===== src/rtl/gfsd_pkg.sv =====
package gfsd_pkg;

    // Fixed field widths
    localparam int unsigned BYTE_W     = 8;
    localparam int unsigned IDX_W      = 6;
    localparam int unsigned TS_W       = 32;
    localparam int unsigned NIBBLE_W   = 4;
    localparam int unsigned SPF_W      = 16;
    localparam int unsigned CFG_ADDR_W = 2;
    localparam int unsigned CFG_DATA_W = 16;
    localparam int unsigned M_TDATA_W  = 48;

    // Register indexes of the configuration port
    localparam logic [CFG_ADDR_W-1:0] REG_SIGNATURE_NIBBLE  = 2'd0;
    localparam logic [CFG_ADDR_W-1:0] REG_SAMPLES_PER_FRAME = 2'd1;

    // Register reset values
    localparam logic [NIBBLE_W-1:0] SIGNATURE_RESET = 4'hD;
    localparam logic [SPF_W-1:0]    SPF_RESET       = 16'd160;

    // Frame alignment phase
    typedef enum logic [1:0] {
        PH_HUNT    = 2'd0,
        PH_COLLECT = 2'd1,
        PH_CHECK   = 2'd2
    } phase_t;

    // Sequencer state
    typedef enum logic {
        CTL_IDLE  = 1'b0,
        CTL_DRAIN = 1'b1
    } ctl_state_t;

    // Configuration seen by the sequencer
    typedef struct packed {
        logic [NIBBLE_W-1:0] signature_nibble;
        logic [SPF_W-1:0]    samples_per_frame;
    } cfg_t;

    // One result item, without its last flag
    typedef struct packed {
        logic [TS_W-1:0]   frame_timestamp;
        logic [IDX_W-1:0]  byte_index;
        logic [BYTE_W-1:0] frame_byte;
    } out_item_t;

endpackage


===== src/rtl/gsm_frame_sync_deframer_core.sv =====
// GSM full-rate frame synchronizer and deframer. Raw stream bytes enter on the
// s_ side one item per cycle while no frame is being released; a byte that
// completes a frame in sync, or that confirms sync after a held frame, starts
// a read-out of FRAME_BYTES result items from the single-read-port frame
// buffer, one per cycle while m_tready does not stall, and s_tready stays
// low until the last item is loaded into the output register. Every result
// of a frame carries the same timestamp, which advances by samples_per_frame
// after the frame. Configuration writes are taken in one cycle and should
// come only while the block is idle.
module gsm_frame_sync_deframer_core #(
    parameter int unsigned FRAME_BYTES = 33
) (
    input  logic                               clk,
    input  logic                               rst_n,
    input  logic                               cfg_we,
    input  logic [gfsd_pkg::CFG_ADDR_W-1:0]    cfg_addr,
    input  logic [gfsd_pkg::CFG_DATA_W-1:0]    cfg_wdata,
    input  logic                               s_tvalid,
    output logic                               s_tready,
    input  logic [gfsd_pkg::BYTE_W-1:0]        s_tdata,  // [7:0] data_byte
    output logic                               m_tvalid,
    input  logic                               m_tready,
    // [7:0] frame_byte, [13:8] byte_index, [45:14] frame_timestamp, [47:46] zero
    output logic [gfsd_pkg::M_TDATA_W-1:0]     m_tdata,
    output logic                               m_tlast
);

    import gfsd_pkg::*;

    localparam int unsigned ADDR_W = $clog2(FRAME_BYTES);

    logic [NIBBLE_W-1:0] sig_nibble_reg;
    logic [SPF_W-1:0]    spf_reg;
    cfg_t                cfg;
    out_item_t           out_item;
    logic                ram_we;
    logic [ADDR_W-1:0]   ram_waddr;
    logic [BYTE_W-1:0]   ram_wdata;
    logic                ram_re;
    logic [ADDR_W-1:0]   ram_raddr;
    logic [BYTE_W-1:0]   ram_rdata;

    // Configuration registers
    always_ff @(posedge clk or negedge rst_n)
    begin
        if (!rst_n)
        begin
            sig_nibble_reg <= SIGNATURE_RESET;
            spf_reg        <= SPF_RESET;
        end
        else if (cfg_we)
        begin
            case (cfg_addr)
                REG_SIGNATURE_NIBBLE:  sig_nibble_reg <= cfg_wdata[NIBBLE_W-1:0];
                REG_SAMPLES_PER_FRAME: spf_reg        <= cfg_wdata[SPF_W-1:0];
                default:               ;
            endcase
        end
    end

    assign cfg.signature_nibble  = sig_nibble_reg;
    assign cfg.samples_per_frame = spf_reg;

    // Frame buffer
    gfsd_ram #(
        .WIDTH (BYTE_W),
        .DEPTH (FRAME_BYTES)
    ) u_frame_ram (
        .clk   (clk),
        .we    (ram_we),
        .waddr (ram_waddr),
        .wdata (ram_wdata),
        .re    (ram_re),
        .raddr (ram_raddr),
        .rdata (ram_rdata)
    );

    // Alignment and read-out sequencer
    gfsd_ctrl #(
        .FRAME_BYTES (FRAME_BYTES)
    ) u_ctrl (
        .clk       (clk),
        .rst_n     (rst_n),
        .cfg       (cfg),
        .s_tvalid  (s_tvalid),
        .s_tready  (s_tready),
        .s_tdata   (s_tdata),
        .out_valid (m_tvalid),
        .m_tready  (m_tready),
        .out_item  (out_item),
        .out_last  (m_tlast),
        .ram_we    (ram_we),
        .ram_waddr (ram_waddr),
        .ram_wdata (ram_wdata),
        .ram_re    (ram_re),
        .ram_raddr (ram_raddr),
        .ram_rdata (ram_rdata)
    );

    // Pack the result item
    assign m_tdata = {{(M_TDATA_W - TS_W - IDX_W - BYTE_W){1'b0}}, out_item};

endmodule


===== src/rtl/gfsd_ram.sv =====
module gfsd_ram #(
    parameter int unsigned WIDTH = 8,
    parameter int unsigned DEPTH = 33
) (
    input  logic                     clk,
    input  logic                     we,
    input  logic [$clog2(DEPTH)-1:0] waddr,
    input  logic [WIDTH-1:0]         wdata,
    input  logic                     re,
    input  logic [$clog2(DEPTH)-1:0] raddr,
    output logic [WIDTH-1:0]         rdata
);

    logic [WIDTH-1:0] mem [DEPTH];
    logic [WIDTH-1:0] rdata_reg;

    // Write port
    always_ff @(posedge clk)
    begin
        if (we)
        begin
            mem[waddr] <= wdata;
        end
    end

    // Registered read port, holds its data between reads
    always_ff @(posedge clk)
    begin
        if (re)
        begin
            rdata_reg <= mem[raddr];
        end
    end

    assign rdata = rdata_reg;

endmodule


===== src/rtl/gfsd_ctrl.sv =====
module gfsd_ctrl #(
    parameter int unsigned FRAME_BYTES = 33
) (
    input  logic                           clk,
    input  logic                           rst_n,
    input  gfsd_pkg::cfg_t                 cfg,
    input  logic                           s_tvalid,
    output logic                           s_tready,
    input  logic [gfsd_pkg::BYTE_W-1:0]    s_tdata,
    output logic                           out_valid,
    input  logic                           m_tready,
    output gfsd_pkg::out_item_t            out_item,
    output logic                           out_last,
    output logic                           ram_we,
    output logic [$clog2(FRAME_BYTES)-1:0] ram_waddr,
    output logic [gfsd_pkg::BYTE_W-1:0]    ram_wdata,
    output logic                           ram_re,
    output logic [$clog2(FRAME_BYTES)-1:0] ram_raddr,
    input  logic [gfsd_pkg::BYTE_W-1:0]    ram_rdata
);

    import gfsd_pkg::*;

    localparam int unsigned ADDR_W = $clog2(FRAME_BYTES);
    localparam int unsigned CNT_W  = $clog2(FRAME_BYTES + 1);
    localparam logic [CNT_W-1:0]  FRAME_CNT = CNT_W'(FRAME_BYTES);
    localparam logic [ADDR_W-1:0] LAST_IDX  = ADDR_W'(FRAME_BYTES - 1);

    ctl_state_t        ctl_state_reg, ctl_state_next;
    phase_t            phase_reg, phase_next;
    logic [CNT_W-1:0]  cnt_reg, cnt_next;
    logic              in_sync_reg, in_sync_next;
    logic [TS_W-1:0]   ts_reg, ts_next;
    logic [CNT_W-1:0]  rd_cnt_reg, rd_cnt_next;
    logic              pend_reg, pend_next;
    logic [ADDR_W-1:0] pend_idx_reg, pend_idx_next;
    logic              start_pend_reg, start_pend_next;
    logic [BYTE_W-1:0] start_byte_reg, start_byte_next;
    logic              out_valid_reg, out_valid_next;
    out_item_t         out_item_reg, out_item_next;
    logic              out_last_reg, out_last_next;

    logic              accept;
    logic              sig_match;
    logic              out_free;
    logic              load;
    logic [CNT_W-1:0]  cnt_inc;

    // Control registers
    always_ff @(posedge clk or negedge rst_n)
    begin
        if (!rst_n)
        begin
            ctl_state_reg  <= CTL_IDLE;
            phase_reg      <= PH_HUNT;
            cnt_reg        <= '0;
            in_sync_reg    <= 1'b0;
            ts_reg         <= '0;
            rd_cnt_reg     <= '0;
            pend_reg       <= 1'b0;
            start_pend_reg <= 1'b0;
            out_valid_reg  <= 1'b0;
        end
        else
        begin
            ctl_state_reg  <= ctl_state_next;
            phase_reg      <= phase_next;
            cnt_reg        <= cnt_next;
            in_sync_reg    <= in_sync_next;
            ts_reg         <= ts_next;
            rd_cnt_reg     <= rd_cnt_next;
            pend_reg       <= pend_next;
            start_pend_reg <= start_pend_next;
            out_valid_reg  <= out_valid_next;
        end
    end

    // Payload registers
    always_ff @(posedge clk)
    begin
        pend_idx_reg   <= pend_idx_next;
        start_byte_reg <= start_byte_next;
        out_item_reg   <= out_item_next;
        out_last_reg   <= out_last_next;
    end

    assign s_tready  = (ctl_state_reg == CTL_IDLE);
    assign accept    = s_tvalid && s_tready;
    assign sig_match = (s_tdata[BYTE_W-1 -: NIBBLE_W] == cfg.signature_nibble);
    assign out_free  = !out_valid_reg || m_tready;
    assign load      = (ctl_state_reg == CTL_DRAIN) && pend_reg && out_free;
    assign cnt_inc   = cnt_reg + 1'b1;

    // Sequencer: frame alignment on accepted items, read-out of released frames
    always_comb
    begin
        ctl_state_next  = ctl_state_reg;
        phase_next      = phase_reg;
        cnt_next        = cnt_reg;
        in_sync_next    = in_sync_reg;
        ts_next         = ts_reg;
        rd_cnt_next     = rd_cnt_reg;
        pend_next       = pend_reg;
        pend_idx_next   = pend_idx_reg;
        start_pend_next = start_pend_reg;
        start_byte_next = start_byte_reg;
        out_valid_next  = out_valid_reg;
        out_item_next   = out_item_reg;
        out_last_next   = out_last_reg;
        ram_we          = 1'b0;
        ram_waddr       = '0;
        ram_wdata       = s_tdata;
        ram_re          = 1'b0;
        ram_raddr       = rd_cnt_reg[ADDR_W-1:0];

        // Drop the output item once taken
        if (out_valid_reg && m_tready)
        begin
            out_valid_next = 1'b0;
        end

        case (ctl_state_reg)
            CTL_IDLE:
            begin
                if (accept)
                begin
                    case (phase_reg)
                        PH_COLLECT:
                        begin
                            // Store the byte; on a full frame release or check
                            if (cnt_reg < FRAME_CNT)
                            begin
                                ram_we    = 1'b1;
                                ram_waddr = cnt_reg[ADDR_W-1:0];
                            end
                            cnt_next = cnt_inc;
                            if (cnt_inc >= FRAME_CNT)
                            begin
                                cnt_next = '0;
                                if (in_sync_reg)
                                begin
                                    phase_next      = PH_HUNT;
                                    ctl_state_next  = CTL_DRAIN;
                                    rd_cnt_next     = '0;
                                    pend_next       = 1'b0;
                                    start_pend_next = 1'b0;
                                end
                                else
                                begin
                                    phase_next = PH_CHECK;
                                end
                            end
                        end
                        PH_CHECK:
                        begin
                            // Confirm sync and hold the byte until read-out ends; on a mismatch hunt again
                            if (sig_match)
                            begin
                                in_sync_next    = 1'b1;
                                ctl_state_next  = CTL_DRAIN;
                                rd_cnt_next     = '0;
                                pend_next       = 1'b0;
                                start_pend_next = 1'b1;
                                start_byte_next = s_tdata;
                            end
                            else
                            begin
                                phase_next = PH_HUNT;
                                cnt_next   = '0;
                            end
                        end
                        default:
                        begin
                            // Hunt for a frame start; a mismatch drops sync
                            if (sig_match)
                            begin
                                ram_we     = 1'b1;
                                ram_waddr  = '0;
                                cnt_next   = CNT_W'(1);
                                phase_next = PH_COLLECT;
                            end
                            else
                            begin
                                in_sync_next = 1'b0;
                                phase_next   = PH_HUNT;
                                cnt_next     = '0;
                            end
                        end
                    endcase
                end
            end
            CTL_DRAIN:
            begin
                // Move read data into the output register
                if (load)
                begin
                    out_valid_next = 1'b1;
                    out_item_next.frame_byte      = ram_rdata;
                    out_item_next.byte_index      = IDX_W'(pend_idx_reg);
                    out_item_next.frame_timestamp = ts_reg;
                    out_last_next  = (pend_idx_reg == LAST_IDX);
                    pend_next      = 1'b0;
                end
                // Issue the next read when its data has a place to go
                if ((rd_cnt_reg < FRAME_CNT) && (!pend_reg || load))
                begin
                    ram_re        = 1'b1;
                    pend_next     = 1'b1;
                    pend_idx_next = rd_cnt_reg[ADDR_W-1:0];
                    rd_cnt_next   = rd_cnt_reg + 1'b1;
                end
                // Finish: advance the timestamp, go idle, start a new frame with any held byte
                if (load && (pend_idx_reg == LAST_IDX))
                begin
                    ctl_state_next = CTL_IDLE;
                    ts_next = ts_reg + {{(TS_W - SPF_W){1'b0}}, cfg.samples_per_frame};
                    if (start_pend_reg)
                    begin
                        ram_we          = 1'b1;
                        ram_waddr       = '0;
                        ram_wdata       = start_byte_reg;
                        phase_next      = PH_COLLECT;
                        cnt_next        = CNT_W'(1);
                        start_pend_next = 1'b0;
                    end
                end
            end
            default:
            begin
                ctl_state_next = CTL_IDLE;
            end
        endcase
    end

    assign out_valid = out_valid_reg;
    assign out_item  = out_item_reg;
    assign out_last  = out_last_reg;

endmodule

===== config.mk =====
export PLATFORM = sky130hd
export DESIGN_NAME = gsm_frame_sync_deframer_core
export DESIGN_NICKNAME = d
export VERILOG_FILES = /design/src/rtl/gfsd_pkg.sv /design/src/rtl/gsm_frame_sync_deframer_core.sv /design/src/rtl/gfsd_ram.sv /design/src/rtl/gfsd_ctrl.sv
export SDC_FILE = /design/constraint.sdc
export NUM_CORES = 1
export LEC_CHECK = 0
export BUFFER_PORTS_ARGS = -buffer_cell sky130_fd_sc_hd__buf_4
export CAP_MARGIN = 30
export CORE_MARGIN = 3
export CORE_UTILIZATION = 68
export CTS_BUF_LIST = sky130_fd_sc_hd__clkbuf_8
export DETAILED_ROUTE_END_ITERATION = 8
export GPL_ROUTABILITY_DRIVEN = 0
export GPL_TIMING_DRIVEN = 0
export PLACE_DENSITY = 0.87
export SYNTH_ARGS = -nofsm -noshare
export SYNTH_HDL_FRONTEND = slang
export SYNTH_SLANG_ARGS = --single-unit

===== constraint.sdc =====
create_clock -name clk -period 8.1 [get_ports clk]
set_input_delay 0.405 -clock clk [delete_from_list [all_inputs] [get_ports clk]]
set_output_delay 0.405 -clock clk [all_outputs]
set_load 0.03 [all_outputs]

## After elaboration in Yosys (flattened, before gate mapping)

Memory sizes are Yosys's and may differ from the RTL's. A register that Yosys moved wholly into a read port is not among the register bits.
Cells that the tools add are included.

- Output and inout port bits: 51
- Bits in registers: 132
- Memories kept: 1
- Word-level logic and storage cells: 132
- Bits of input ports: 31
- Memory bits (writable): 264

Memory list:

| memory | words | width | rd ports | clocked after memory_dff | write ports | RTL line | text |
|---|---|---|---|---|---|---|---|
| u_frame_ram.mem | 33 | 8 | 1 | 1 | 1 | gfsd_ram.sv:14 | `logic [WIDTH-1:0] mem [DEPTH];` |

- Reductions and logical operators: 23
- Multiplexer cells: 66
- Order comparisons: 3
- Add/subtract/negate cells: 3
- Equality and inequality tests: 17
- Bitwise operators: 2

Operators by type and width:

| cell | number |
|---|---|
| $mux W6 | 13 |
| $pmux W6 S2 | 5 |
| $add A32 B16 Y32 | 1 |
| $mux W1 | 28 |
| $mux W8 | 3 |
| $ne A3 B3 Y1 const B | 6 |
| $pmux W1 S2 | 9 |
| $reduce_and A6 Y1 | 3 |
| $add A6 B1 Y6 const B | 2 |
| $lt A6 B6 Y1 const B | 2 |
| $mux W2 | 6 |
| $ne A2 B2 Y1 const B | 5 |
| $reduce_and A2 Y1 | 5 |
| $reduce_and A5 Y1 | 2 |
| $pmux W2 S2 | 2 |
| $reduce_and A4 Y1 | 2 |
| $eq A6 B6 Y1 const B | 1 |
| $ge A6 B6 Y1 const B | 1 |
| $logic_and A1 B1 Y1 | 6 |
| $eq A2 B1 Y1 const B | 2 |
| $eq A4 B4 Y1 | 1 |
| $eq A2 B2 Y1 const B | 1 |
| $logic_not A1 Y1 | 2 |
| $logic_not A2 Y1 | 1 |
| 3 further kinds | 5 |

## Longest topological paths before layout

- Depth after elaboration: 8
- Depth in mapped cells: 11

## By module

A second synthesis with hierarchy kept.

- Cell total of the unflattened synthesis: 1,122
- Area total of the unflattened synthesis: 17,166.5 sq um

By module, submodules not included:

| module | sequential area each (sq um) | area an instance (sq um) | times used | cells each |
|---|---|---|---|---|
| gfsd_ram | 8,167.8 | 10,839.1 | 1 | 602 |
| gfsd_ctrl | 3,108.0 | 5,495.3 | 1 | 474 |
| gsm_frame_sync_deframer_core | 506.7 | 832.0 | 1 | 46 |

## Worst setup path before layout

No wires, ideal clock.

- Path type: register to register
- Start: register u_ctrl.out_valid_reg, in the netlist u_ctrl.out_valid
- End: register u_ctrl.ts_reg[15]
- Required time: 7,969 ps
- Path buffers: 1
- Stages on the path, launching flop included: 7
- Data arrival time: 3,670 ps
- Slack: 4,299 ps
- Cells stage by stage: dfrtp_1 > nor2b_1 > nor2_1 > nand2_1 > clkbuf_1 > a221oi_1 > nand3_1

- Cells in the longest elaborated chain, start to end: 5

Ends and longest elaborated chain:

| what | RTL line | text |
|---|---|---|
| start, declared | gfsd_ctrl.sv:39 | `logic out_valid_reg, out_valid_next;` |
| start signal, assigned | gfsd_ctrl.sv:74 | `out_valid_reg <= out_valid_next;` |
| $logic_not A1 Y1 | gfsd_ctrl.sv:90 | `assign out_free = !out_valid_reg \|\| m_tready;` |
| $logic_or A1 B1 Y1 | gfsd_ctrl.sv:90 |  |
| $logic_and A1 B1 Y1 | gfsd_ctrl.sv:91 | `assign load = (ctl_state_reg == CTL_DRAIN) && pend_reg && out_free;` |
| $logic_and A1 B1 Y1 | gfsd_ctrl.sv:213 | `if (load && (pend_idx_reg == LAST_IDX))` |
| $reduce_and A2 Y1 (no source line) | -- |  |
| end signal, assigned | gfsd_ctrl.sv:70 | `ts_reg <= ts_next;` |
| end, declared | gfsd_ctrl.sv:33 | `logic [TS_W-1:0] ts_reg, ts_next;` |

Every way passes these cells.
A chain may end at the register's enable or synchronous reset.

## Worst setup path in the final report

- Start: register u_ctrl.rd_cnt_reg[1], in the netlist u_ctrl.ram_raddr[1]
- End: register u_frame_ram.rdata_reg[4], in the netlist u_frame_ram.rdata[4], read port of u_frame_ram.mem, data pin

- Cells in the longest elaborated chain, start to end: 4

Ends and longest elaborated chain:

| what | RTL line | text |
|---|---|---|
| start, declared | gfsd_ctrl.sv:34 | `logic [CNT_W-1:0] rd_cnt_reg, rd_cnt_next;` |
| start signal, assigned | gfsd_ctrl.sv:71 | `rd_cnt_reg <= rd_cnt_next;` |
| $lt A6 B6 Y1 | gfsd_ctrl.sv:205 | `if ((rd_cnt_reg < FRAME_CNT) && (!pend_reg \|\| load))` |
| $logic_and A1 B1 Y1 | gfsd_ctrl.sv:205 |  |
| $mux W1 | gfsd_ctrl.sv:205 |  |
| $mux W1 | gfsd_ctrl.sv:122 | `case (ctl_state_reg)` |
| end, declared | gfsd_ram.sv:15 | `logic [WIDTH-1:0] rdata_reg;` |

Several ways; a longest one is shown, not always the timed one.

==> results.env <==
POST_SYNTH.CELL_AREA_AVG_UM2=16.5
P_LEAK_uW=0.00670
GRT_SETUP_UNREPAIRED='no'
VDD_DROP_MAX_uV=186
DRTANTENNAVIOLNETS=0
FINAL.MIN_CLOCK_PERIOD_NS=3.46
SETUP_TOTAL_NEGATIVE_SLACK_NS=0
MAX_SLEW_MARGIN=0.373
CRIT_FANOUT=10
PLACE_WS_NS=4.65
PORT_BUFFERS=79
CTS.REPORTEDPATHS.CLKPINSLEW_NS=0.06
CRIT_TYPE='register to register'
GRT_ANTENNA_BEFORE_REPAIR=0
YOSYS_MOST_USED_DFF='edfxtp_1'
CP_DATA_REQUIRED_TIME_NS=8.41
CTS_MADE_BUFFERS=60
YOSYS_WARNINGS=0
UTILIZATION_AFTER_LAYOUT=0.796
WORST_PATH_LARGEST_CELL_DELAY_NS=0.66
TIMING.CLOCK.SKEW_NS=0.0307
HPWL_UM=23600
CTS_ROOT_BUFFER='clkbuf_8'
FOOTPRINT_OF_THE_MULTI_INPUT_GATES_UM2=4590
CRIT_PATH_FREQUENT_CELL='a21oi_1'
AREAGROWTHSYNTHTOFINISH_PCT=13.5
NUM_ANTENNA_CELLS=0
DRT_FIRST_ITER_VIOLATIONS=1134
TIMING.FINAL.MAX_SLEW_VIOLATIONS=0
FILLERS=1268
ENDPOINT_KIND='register'
DETAIL_ROUTE.WL_PER_CELL_UM=23.8
FLOORPLAN.CORE_AREA_UM2=23800
SEQUENTIAL_CELL_AREA_UM2=11800
POST_SYNTH_NUM_CELL_TYPES=66
SYNTHESIS.INSTANCES=1011
SYNTH_SEQUENTIAL_AREA_RATIO=0.707
COUNT_OF_FLIP_FLOPS_WITH_A_BUILT_IN_ENABLE_AFTER_SYNTHESIS=333
FINAL_LAYOUT_SIZE_SUFFIX_GT1_FRAC=0.235
NUM_ROWS=56
DIE_X_UM=163
CLOCK-SINKS=404
LARGEST_REG_FLOPS=264
SUMMED_INSTANCE_AREA_OF_THE_SYNTHESIZED_NETLIST_UM2=16700
GLOBALROUTE.TOTALOVERFLOW=0
FIRST_GLOBAL_VIAS=9865
DETAILROUTE.VIA_COUNT=9815
YOSYS.AREA.TOP_TYPE_SHARE=0.600
CTS_TREE='done'
LAYOUT.CELL_AREA.NON_FILLER_UM2=18900
MAX_CAP_VIOLATIONS=0
RRSETUPSLACK_NS=4.64
SYNTH.FF_LATCH_COUNT=404
PLACED_CELL_AREA_UM2=17700
DIE_HEIGHT_UM=163
NETLIST_TOP_CELLS_AREA='edfxtp_1 (60%), dfrtp_1 (9.9%), mux4_2 (8.7%)'
CLOCK_LATENCY_NS=0.62
WORSTMARGINPINSLEW_NS=0.938
H-TREE-DEPTH=2
TIMING.FINAL.SETUP_VIOLATIONS=0
SYNTH_LARGEST_AREA_CELL='edfxtp_1'
MAX_CLOCK_FREQ_GHz=0.289
DETAIL_ROUTE.DRC_VIOLATIONS=0
GRT_START_MAX_NET_PINS=72
NUM-NETS-FINAL=1222
DRT_FIRST_PASS_ITERS=6
TOTAL_DIE_AREA_UM2=26400
POWER_PER_CELL_AREA_nW_PER_UM2=286
CRIT_CHAIN='buf_1 > clkbuf_1 > mux4_2 > a22oi_1 > a21oi_1 > a21oi_1 > o21ai_0'
GROUTE.USAGE.OVERALL=0.285
INITIAL_CORE_UTILIZATION=0.701
HOLDWS_NS=0.0270
CLOCKBUFFERDEPTH=3
SLOWEST_CELL_ON_THE_CRITICAL_PATH='buf_1'
GRT_FIRST_PASS_WIRELENGTH_UM=56500
HOLD_VIOL_FINAL=0
FINAL_MIN_PERIOD_OVER_CLOCK_PERIOD=0.428
SYNTH-ASYNC-RESET-RATIO=0.176
POST_SYNTH_MOST_FREQUENT_CELLS='edfxtp_1 (333), dfrtp_1 (66), mux4_2 (64)'
BOUNDARYPINS=82
CRITICAL_PATH.STARTPOINT_TYPE='register'
DETAIL_ROUTE.WIRELENGTH_UM=36500
TIMING.HOLD.WORST.CLASS='primary input to register'
WORST_SLACK_NS=4.64
POST_CTS.RESIZED_INSTANCES=0
POST-SYNTH-TOP-COUNT-CELL='edfxtp_1'
WORSTPATHARRIVAL_NS=3.77
OUTCOME='completed'
VIASPERCELL=6.40
final timing paths:
| path | startpoint | endpoint | depth (start not counted) |
|---|---|---|---|
| worst max-delay path | u_ctrl.ram_raddr[1]$_DFFE_PN0P_ | u_frame_ram.rdata[4]$_DFFE_PP_ | 7 |
| worst min-delay path | cfg_wdata[5] | spf_reg[5]$_DFFE_PN1P_ | 2 |
| worst max register to register | u_ctrl.ram_raddr[1]$_DFFE_PN0P_ | u_frame_ram.rdata[4]$_DFFE_PP_ | 7 |
| worst min register to register | u_frame_ram.rdata[5]$_DFFE_PP_ | u_ctrl.out_item[5]$_DFFE_PP_ | 0 |
| max in group asynchronous | rst_n | u_ctrl.ram_raddr[3]$_DFFE_PN0P_ | 2 |
| min in group asynchronous | rst_n | u_ctrl.ts_reg[6]$_DFFE_PN0P_ | 2 |
through the flow:
stage | cells | power [uW]
after global placement | 1410 | 3840
after CTS | 1534 | 5400
after detailed placement | 1413 | 3910
after global routing | 1534 | 5620
final | 1534 | 5400
after floorplan | 1012 | 3470
routing by layer:
| layer | routed length, um | vias to the layer above | track usage | share of wire |
|---|---|---|---|---|
| met5 | 0 | - | 0 | 0 |
| met4 | 1620 | 0 | 0.118 | 0.044 |
| met2 | 17800 | 560 | 0.463 | 0.49 |
| li1 | - | 4290 | - | - |
| met1 | 14000 | 4854 | 0.390 | 0.38 |
| met3 | 3110 | 111 | 0.0509 | 0.085 |
cells in the final DEF (no fill, tap or decap), types with 14 or more instances in the layout:
cell      count
clkbuf_1     28
xnor2_1      23
clkinv_1     16
o21ai_0      33
mux2_2       29
clkbuf_8     65
ha_1         25
nand3_1      27
edfxtp_1    333
buf_4        86
nand4_1      18
a21oi_1      36
nor2_1       57
buf_2        14
inv_1        44
a22oi_1      18
mux4_2       64
nand2_1      62
dfrtp_1      66
what timing repair did:
action	in CTS	in global routing
buffers inserted	0	0
hold buffers	9	0
hold endpoints to repair	74	0
logic make-up after synthesis:
family	count (synthesis)	share of synthesized area
compound gates	155	0.0641
xor+xnor	26	0.0137
fa+ha+maj	26	0.0200
buf+inv	74	0.0188
flops	404	0.707
mux	94	0.107
other cells	1	0.000225
simple gates	231	0.0694
critical path, delay by kind of cell, from the launching register on:
kind | cells | cell delay (ns)
compound gates | 4 | 0.89
mux | 1 | 0.43
buf+inv | 2 | 1.26
flops | 1 | 0.57
power by group:
group          total, uW  internal (uW)  switching (uW)
sequential          2500           2420            76.5
combinational       1400            565             838
clock               1500            742             760
total               5400           3730            1670
area by class of cell:
| cell class | count | area share |
|---|---|---|
| clock buffer | 65 | 0.0473 |
| tap | 319 | 0.0211 |
| multi-input combinational | 534 | 0.243 |
| sequential | 404 | 0.623 |
| timing repair buffer | 91 | 0.0380 |
| clock inverter | 47 | 0.0114 |
| inverter | 21 | 0.00417 |
| buffer | 53 | 0.0124 |
(Power assumes the default switching activity.)
